## config.mk

```make
export PLATFORM = sky130hd
export DESIGN_NAME = vfcm_queue
export DESIGN_NICKNAME = d
export VERILOG_FILES = /design/src/rtl/vfcm_pkg.sv /design/src/rtl/vfcm_queue.sv
export SDC_FILE = /design/constraint.sdc
export NUM_CORES = 1
export LEC_CHECK = 0
export ABC_AREA = 0
export BUFFER_PORTS_ARGS = -buffer_cell sky130_fd_sc_hd__buf_4
export CAP_MARGIN = 20
export CELL_PAD_IN_SITES_DETAIL_PLACEMENT = 1
export CELL_PAD_IN_SITES_GLOBAL_PLACEMENT = 2
export CORE_UTILIZATION = 35
export CTS_CLUSTER_DIAMETER = 50
export CTS_CLUSTER_SIZE = 24
export DETAILED_ROUTE_END_ITERATION = 7
export PLACE_DENSITY = 0.84
export SLEW_MARGIN = 5
export SYNTH_ARGS = -nofsm -noshare
export SYNTH_HDL_FRONTEND = slang
export SYNTH_SLANG_ARGS = --single-unit
```

## constraint.sdc

```tcl
create_clock -name clk -period 3.1 [get_ports clk]
set_input_delay 0.62 -clock clk [delete_from_list [all_inputs] [get_ports clk]]
set_output_delay 0.62 -clock clk [all_outputs]
set_load 0.03 [all_outputs]
```

## src/rtl/vfcm_pkg.sv

```systemverilog
// Shared types, codes and corner tables for the voxel face cull mesher.
// No dependencies; used by every module under rtl/.
package vfcm_pkg;

  typedef enum logic [1:0] {
    OP_LOAD_BLK = 2'd0,
    OP_LOAD_TEX = 2'd1,
    OP_MESH     = 2'd2,
    OP_NONE     = 2'd3
  } op_t;

  typedef struct packed {
    op_t         op;
    logic [15:0] block_index;
    logic [3:0]  block_type;
    logic [23:0] tex;          // side, bottom, top from msb down
  } req_t;

  localparam int ReqW = $bits(req_t);

  localparam int NumFaces = 6;
  localparam int FaceTop = 0;
  localparam int FaceBottom = 5;

  localparam logic [2:0] CORNER_OFFSET [8] = '{
    3'd7, 3'd5, 3'd4, 3'd6, 3'd3, 3'd1, 3'd0, 3'd2
  };

  localparam logic [2:0] FACE_CORNERS [6][6] = '{
    '{3'd0, 3'd4, 3'd7, 3'd0, 3'd7, 3'd3},
    '{3'd4, 3'd5, 3'd6, 3'd4, 3'd6, 3'd7},
    '{3'd7, 3'd6, 3'd2, 3'd7, 3'd2, 3'd3},
    '{3'd0, 3'd1, 3'd5, 3'd0, 3'd5, 3'd4},
    '{3'd3, 3'd2, 3'd1, 3'd3, 3'd1, 3'd0},
    '{3'd2, 3'd6, 3'd5, 3'd2, 3'd5, 3'd1}
  };

  localparam logic [1:0] CORNER_CODE [6] = '{2'd0, 2'd1, 2'd2, 2'd0, 2'd2, 2'd3};

  // Offset bits: 0 = dx, 1 = dy, 2 = dz.
  function automatic logic [2:0] corner_off(input logic [2:0] face, input logic [2:0] k);
    logic [2:0] c;
    c = FACE_CORNERS[face][k];
    return CORNER_OFFSET[c];
  endfunction

endpackage

```

## src/rtl/vfcm_queue.sv

```systemverilog
// Two-entry request queue between front and back end.
// Depends on vfcm_pkg for the request type.
module vfcm_queue (
  input  logic           clk,
  input  logic           rst,
  input  logic           push,
  input  vfcm_pkg::req_t push_req,
  output logic           full,
  input  logic           pop,
  output logic           empty,
  output vfcm_pkg::req_t head
);

  vfcm_pkg::req_t slot [2];
  logic           wptr;
  logic           rptr;
  logic [1:0]     count;

  assign full = (count == 2'd2);
  assign empty = (count == 2'd0);
  assign head = slot[rptr];

  always_ff @(posedge clk) begin
    if (push) begin
      slot[wptr] <= push_req;
    end
  end

  always_ff @(posedge clk) begin
    if (rst) begin
      wptr <= 1'b0;
      rptr <= 1'b0;
      count <= 2'd0;
    end else begin
      if (push) wptr <= !wptr;
      if (pop) rptr <= !rptr;
      count <= count + 2'(push) - 2'(pop);
    end
  end

  ap_no_underflow: assert property (@(posedge clk) disable iff (rst)
    pop |-> !empty) else $error("pop from empty queue");
  ap_no_overflow: assert property (@(posedge clk) disable iff (rst)
    push && !pop |-> !full) else $error("push into full queue");
  ap_count_range: assert property (@(posedge clk) disable iff (rst)
    count != 2'd3) else $error("queue count out of range");

endmodule

```

# --- Word level (Yosys, flattened, before mapping) ---
# Memory sizes are Yosys's and may differ from the RTL's. A register that Yosys moved wholly into a read port is not among the register bits.
# Index checks and enable logic that the tools add are counted.
word_totals:
  reg_bits: 4
  ramBits: 92
  out_inout_bits: 48
  n_memories: 1
memory_table:
  columns: ["memory", "depth", "width", "rd", "rd_clocked_by_memory_dff", "wr", "line_no", "source"]
  rows:
  - ["slot", 2, 46, 1, 1, 1, "vfcm_queue.sv:14", "vfcm_pkg::req_t slot [2];"]
classes:
  addsub: 2
  n_eq_ne: 1
  n_mux: 4
  n_reduce_logical: 3
ops:
  columns: ["operator", "count"]
  rows:
  - ["$mux W1", 4]
  - ["$add A2 B1 Y2", 1]
  - ["$eq A2 B2 Y1 const B", 1]
  - ["$logic_not A1 Y1", 2]
  - ["$logic_not A2 Y1", 1]
  - ["$sub A2 B1 Y2", 1]

# --- Longest topological paths before layout ---
depth:
  depth_word: 3
  ltp_mapped: 6
  depth_no_buf: 6

# --- Worst setup path before layout ---
# No wires, ideal clock.
synth_path:
  kind: "in2reg"
  from: "in push"
  to: "mem slot[0][0] in the netlist's numbering (enable)"
  arrival_ns: 2.666
  required_ns: 2.645
  setup_slack_ns: -0.021
  stages: 1
  path_buffers: 0
  cell_sequence: "nor2b_1"
synth_via:
  elab_chain_len: 2
synth_lines:
  columns: ["element", "line_no", "source"]
  rows:
  - ["start, declared", "vfcm_queue.sv:6", "input logic push,"]
  - ["$mux W1", "vfcm_queue.sv:24", "if (push) begin"]
  - ["$mux W1 (not written as such)", "vfcm_queue.sv:25", "slot[wptr] <= push_req;"]
  - ["end, declared", "vfcm_queue.sv:14", null]
# Every way passes these cells.

==> impl_table.tex <==
\begin{tabular}{lr}
\hline
Metric & Value \\
\hline
\multicolumn{2}{l}{\textbf{Outcome}} \\
\quad Result of the run & finished, final reports clean \\
\multicolumn{2}{l}{\textbf{Power and ir drop}} \\
\quad Power density over cell area & 605 nW/um\^{}2 \\
\quad Relative contribution of sequential cells to total power & 0.546 \\
\quad Maximum resistive drop on vdd & 0.211 mV \\
\quad Clock power frac & 0.274 \\
\quad Internal power consumption & between 2 and 2.5 mW \\
\quad Leakage Power & roughly 1.9 nW \\
\quad Net switching share of the total power & 0.256 \\
\quad Part of the total power dissipated in combinational logic & 0.180 \\
\quad Net Switching & $\sim$740 uW \\
\multicolumn{2}{l}{\textbf{Routing}} \\
\quad Drt total wl & 6360 um \\
\quad Via count & approximately 1,800 \\
\quad Routed wire length on met2 & about 3300 um \\
\quad Remaining routing DRC violations & 0 \\
\quad Total length of routed met3 wires & about 310 um \\
\quad Highest routed layer & met4 \\
\quad Detailed-routing iteration count for the pre-antenna-repair pass & 4 \\
\quad Post-route antenna net violation count & 0 \\
\quad Number of DRC markers in iteration 0 & 33 \\
\quad Met1 Wirelength & $\sim$2500 um \\
\quad Average via count per standard cell & around 4.4 \\
\quad Routed wirelength normalized by instance count & 15.5 um \\
\multicolumn{2}{l}{\textbf{Synthesis}} \\
\quad Sequential element share of the synthesized area & 0.766 \\
\quad Post-synth cell types & 13 \\
\quad Register bit count reported by yosys & 97 \\
\quad Synthesis Warnings & 0 \\
\quad Synth top area share & 0.739 \\
\quad Dominant cells by area after synthesis & sky130\_fd\_sc\_hd\_\_edfxtp\_1 (74\%), sky130\_fd\_sc\_hd\_\_mux2\_4 (16\%), sky130\_fd\_sc\_hd\_\_dfxtp\_1 (2.7\%), sky130\_fd\_sc\_hd\_\_buf\_12 (2.1\%), sky130\_fd\_sc\_hd\_\_mux2\_2 (1.8\%) \\
\quad Synth Instances & $\sim$160 \\
\quad Library cell with the highest instance count after synthesis & sky130\_fd\_sc\_hd\_\_edfxtp\_1 \\
\quad Synth top cells by count & sky130\_fd\_sc\_hd\_\_edfxtp\_1 (92), sky130\_fd\_sc\_hd\_\_mux2\_4 (40), sky130\_fd\_sc\_hd\_\_mux2\_2 (6), sky130\_fd\_sc\_hd\_\_dfxtp\_1 (5), sky130\_fd\_sc\_hd\_\_nor2\_1 (5) \\
\quad Syn Nets & 216 \\
\quad Synth Area per Inst & 22.8 sq um \\
\quad Proportion of synthesized flip-flops having asynchronous set or reset & 0 \\
\quad Yosys top cell by area & sky130\_fd\_sc\_hd\_\_edfxtp\_1 \\
\quad Number of flops mapped to enable cells by yosys & 92 \\
\quad Prevailing post-synth register cell & sky130\_fd\_sc\_hd\_\_edfxtp\_1 \\
\quad Synthesized area & 3740 sq um \\
\multicolumn{2}{l}{\textbf{Timing}} \\
\quad RSZ-0062 raised after global routing & false \\
\quad Final Hold Vio Count & 0 \\
\quad Relative slew slack & 0.426 \\
\quad Slew at the pin closest to its max-slew limit & about 860 ps \\
\quad Setup violators final & 0 \\
\quad Setup Skew & a little under 8 ps \\
\quad Final slew viol count & 0 \\
\quad Final period util & 0.807 \\
\quad Minimum clock period after layout & roughly 2500 ps \\
\quad Highest Clock Rate & around 0.4 GHz \\
\quad Final-layout setup total negative slack & 0 ps \\
\multicolumn{2}{l}{\textbf{Placement}} \\
\quad Post-DP Area & 4600 sq um \\
\quad Routability cong. & around 0.67 \\
\quad Buffers added on ports & 97 \\
\quad HPWL after detailed placement & between 4000 and 5000 um \\
\multicolumn{2}{l}{\textbf{Clock tree}} \\
\quad Quantity of hold-fixing buffers added after cts & 0 \\
\quad Buffer type at the clock tree root & sky130\_fd\_sc\_hd\_\_clkbuf\_8 \\
\quad Worst-skew pair later-pin latency & 350 ps \\
\quad CTS clk-pin slew, worst paths & 90 ps \\
\quad Post-CTS repair timing setup buffer count & 0 \\
\quad Total CTS buffers & 9 \\
\quad CTS tree & done \\
\quad Resize count post-CTS & 0 \\
\quad H-tree depth & 3 \\
\quad Max Buffers Root-to-Sink & 2 \\
\quad Total number of clock tree sinks & 97 \\
\multicolumn{2}{l}{\textbf{Run}} \\
\quad Number of max-cap violations & 0 \\
\multicolumn{2}{l}{\textbf{Die}} \\
\quad Horizontal extent of the die & 105 um \\
\quad Core ar. & 10,300 sq um \\
\quad Number of rows created at floorplan & 37 \\
\quad Boundary Pins & 98 \\
\quad Area of the die & between 10,000 and 15,000 sq um \\
\quad Y dimension of the die & approximately 110 um \\
\quad Starting density of the core & 0.362 \\
\multicolumn{2}{l}{\textbf{Setup path}} \\
\quad Worst reg2reg path startpoint & wptr \\
\quad Worst r2r dst & slot[1][28] \\
\quad Startpoint-to-endpoint class of the critical path & register to output pin \\
\quad Worst-case reg-to-reg path depth & 2 \\
\quad Max Fanout on Critical Path & between 40 and 50 \\
\quad Reg2Reg Setup Slack & roughly 1500 ps \\
\quad Arrival time at the worst endpoint & 1880 ps \\
\quad Data required, critical path & 2480 ps \\
\quad Worst Setup Start Kind & register \\
\quad Dominant delay contributor by cell family on the critical path & flip-flops \\
\quad Chain of cells forming the critical path & mux2\_2, buf\_4 \\
\quad Crit. End Element & output pin \\
\quad Largest stage delay, worst path & 930 ps \\
\quad Slowest stage cell, crit path & sky130\_fd\_sc\_hd\_\_dfxtp\_4 \\
\quad Worst Path Buf+Inv & 1 \\
\multicolumn{2}{l}{\textbf{Hold path}} \\
\quad WHS Endpoint & slot[1][33] \\
\quad HP Class & input port to register \\
\quad Hold Crit Start & push\_req[33] \\
\quad Hold Path Cell Cnt & 1 \\
\multicolumn{2}{l}{\textbf{Finish}} \\
\quad Antenna cell count & 0 \\
\quad Fin nets & 321 \\
\quad Proportion of layout cells with a drive suffix above 1 & 0.599 \\
\quad Post-route cell area & 4790 sq um \\
\quad Signed area change from the synthesized netlist to the final layout & 28.2\% \\
\multicolumn{2}{l}{\textbf{GRT}} \\
\quad Number of global-route vias before repair & about 2,000 \\
\quad Remaining global-route overflow & 0 \\
\quad Pin count of the biggest net entering global routing & 47 \\
\quad GRT Resource Usage Total & 0.121 \\
\quad Global-route wire length before repair & 9850 um \\
\quad Number of antenna violations at the first check in global routing & 0 \\
\hline
\end{tabular}
layout make-up:
cell class | count | area, sq um
clock buffer | 9 | 124
multi-input combinational | 60 | 786
timing repair buffer | 99 | 768
clock inverter | 7 | 71.3
fill | 996 | 5530
sequential | 97 | 2870
tap | 136 | 170
inverter | 2 | 7.51
state kept, by name (all words and copies together) (netlist names), named ones only:
name   count
slot      92
wptr       1
rptr       1
count      2
per-layer routing:
layer | global-route usage | up-vias
li1 | - | 843
met1 | 0.132 | 874
met2 | 0.211 | 58
met3 | 0.0297 | 16
met4 | 0.0785 | 0
met5 | 0 | -
power by group through the flow:
stage | clock, mW | sequential [mW] | combinational [mW]
finish | 0.795 | 1.58 | 0.521
global route | 0.879 | 1.59 | 0.550
CTS | 0.835 | 1.59 | 0.532
detailed placement | 0 | 1.62 | 0.530
global placement | 0 | 1.61 | 0.523
floorplan | 0 | 1.58 | 0.378
how the worst max path moves through the flow:
stage,end,slack (ps),cells after the start
floorplan,slot[0][0],840,1
global placement,head[1],950,2
detailed placement,head[2],950,2
CTS,head[2],530,2
global route,head[3],500,2
finish,head[2],600,2
through the flow:
| step | utilization | instances | hold slack [ps] | power [mW] | setup slack (ps) |
|---|---|---|---|---|---|
| final | 0.464 | 410 | 443 | 2.90 | 599 |
| after global routing | 0.464 | 410 | 415 | 3.02 | 498 |
| after CTS | 0.464 | 410 | 414 | 2.95 | 525 |
| after detailed placement | 0.445 | 394 | 510 | 2.15 | 946 |
| after global placement | 0.445 | 394 | 492 | 2.13 | 947 |
| after floorplan | - | 164 | 480 | 1.95 | 837 |
logic make-up (layout without fill, tap and decap cells):
logic type,count (synthesis),in the layout,share of synthesized area
flip-flops,97,97,0.766
XOR/XNOR,3,3,0.0107
buffers and inverters,7,117,0.0264
adder cells (fa/ha/maj),2,2,0.00669
AND/OR/NAND/NOR,9,9,0.0117
multiplexers,46,46,0.179
cell usage in the layout, fill, tap and decap left out, types with 2 or more instances in the layout:
| cell | instances |
|---|---|
| sky130_fd_sc_hd__buf_4 | 97 |
| sky130_fd_sc_hd__nor2b_1 | 2 |
| sky130_fd_sc_hd__ha_1 | 2 |
| sky130_fd_sc_hd__inv_1 | 2 |
| sky130_fd_sc_hd__mux2_4 | 40 |
| sky130_fd_sc_hd__clkinv_2 | 2 |
| sky130_fd_sc_hd__clkbuf_8 | 9 |
| sky130_fd_sc_hd__dfxtp_1 | 4 |
| sky130_fd_sc_hd__edfxtp_1 | 92 |
| sky130_fd_sc_hd__mux2_2 | 6 |
| sky130_fd_sc_hd__nor2_1 | 5 |
| sky130_fd_sc_hd__clkinvlp_4 | 3 |
| sky130_fd_sc_hd__xnor2_1 | 2 |
| sky130_fd_sc_hd__buf_12 | 2 |
Power figures use the tool's default switching activity.
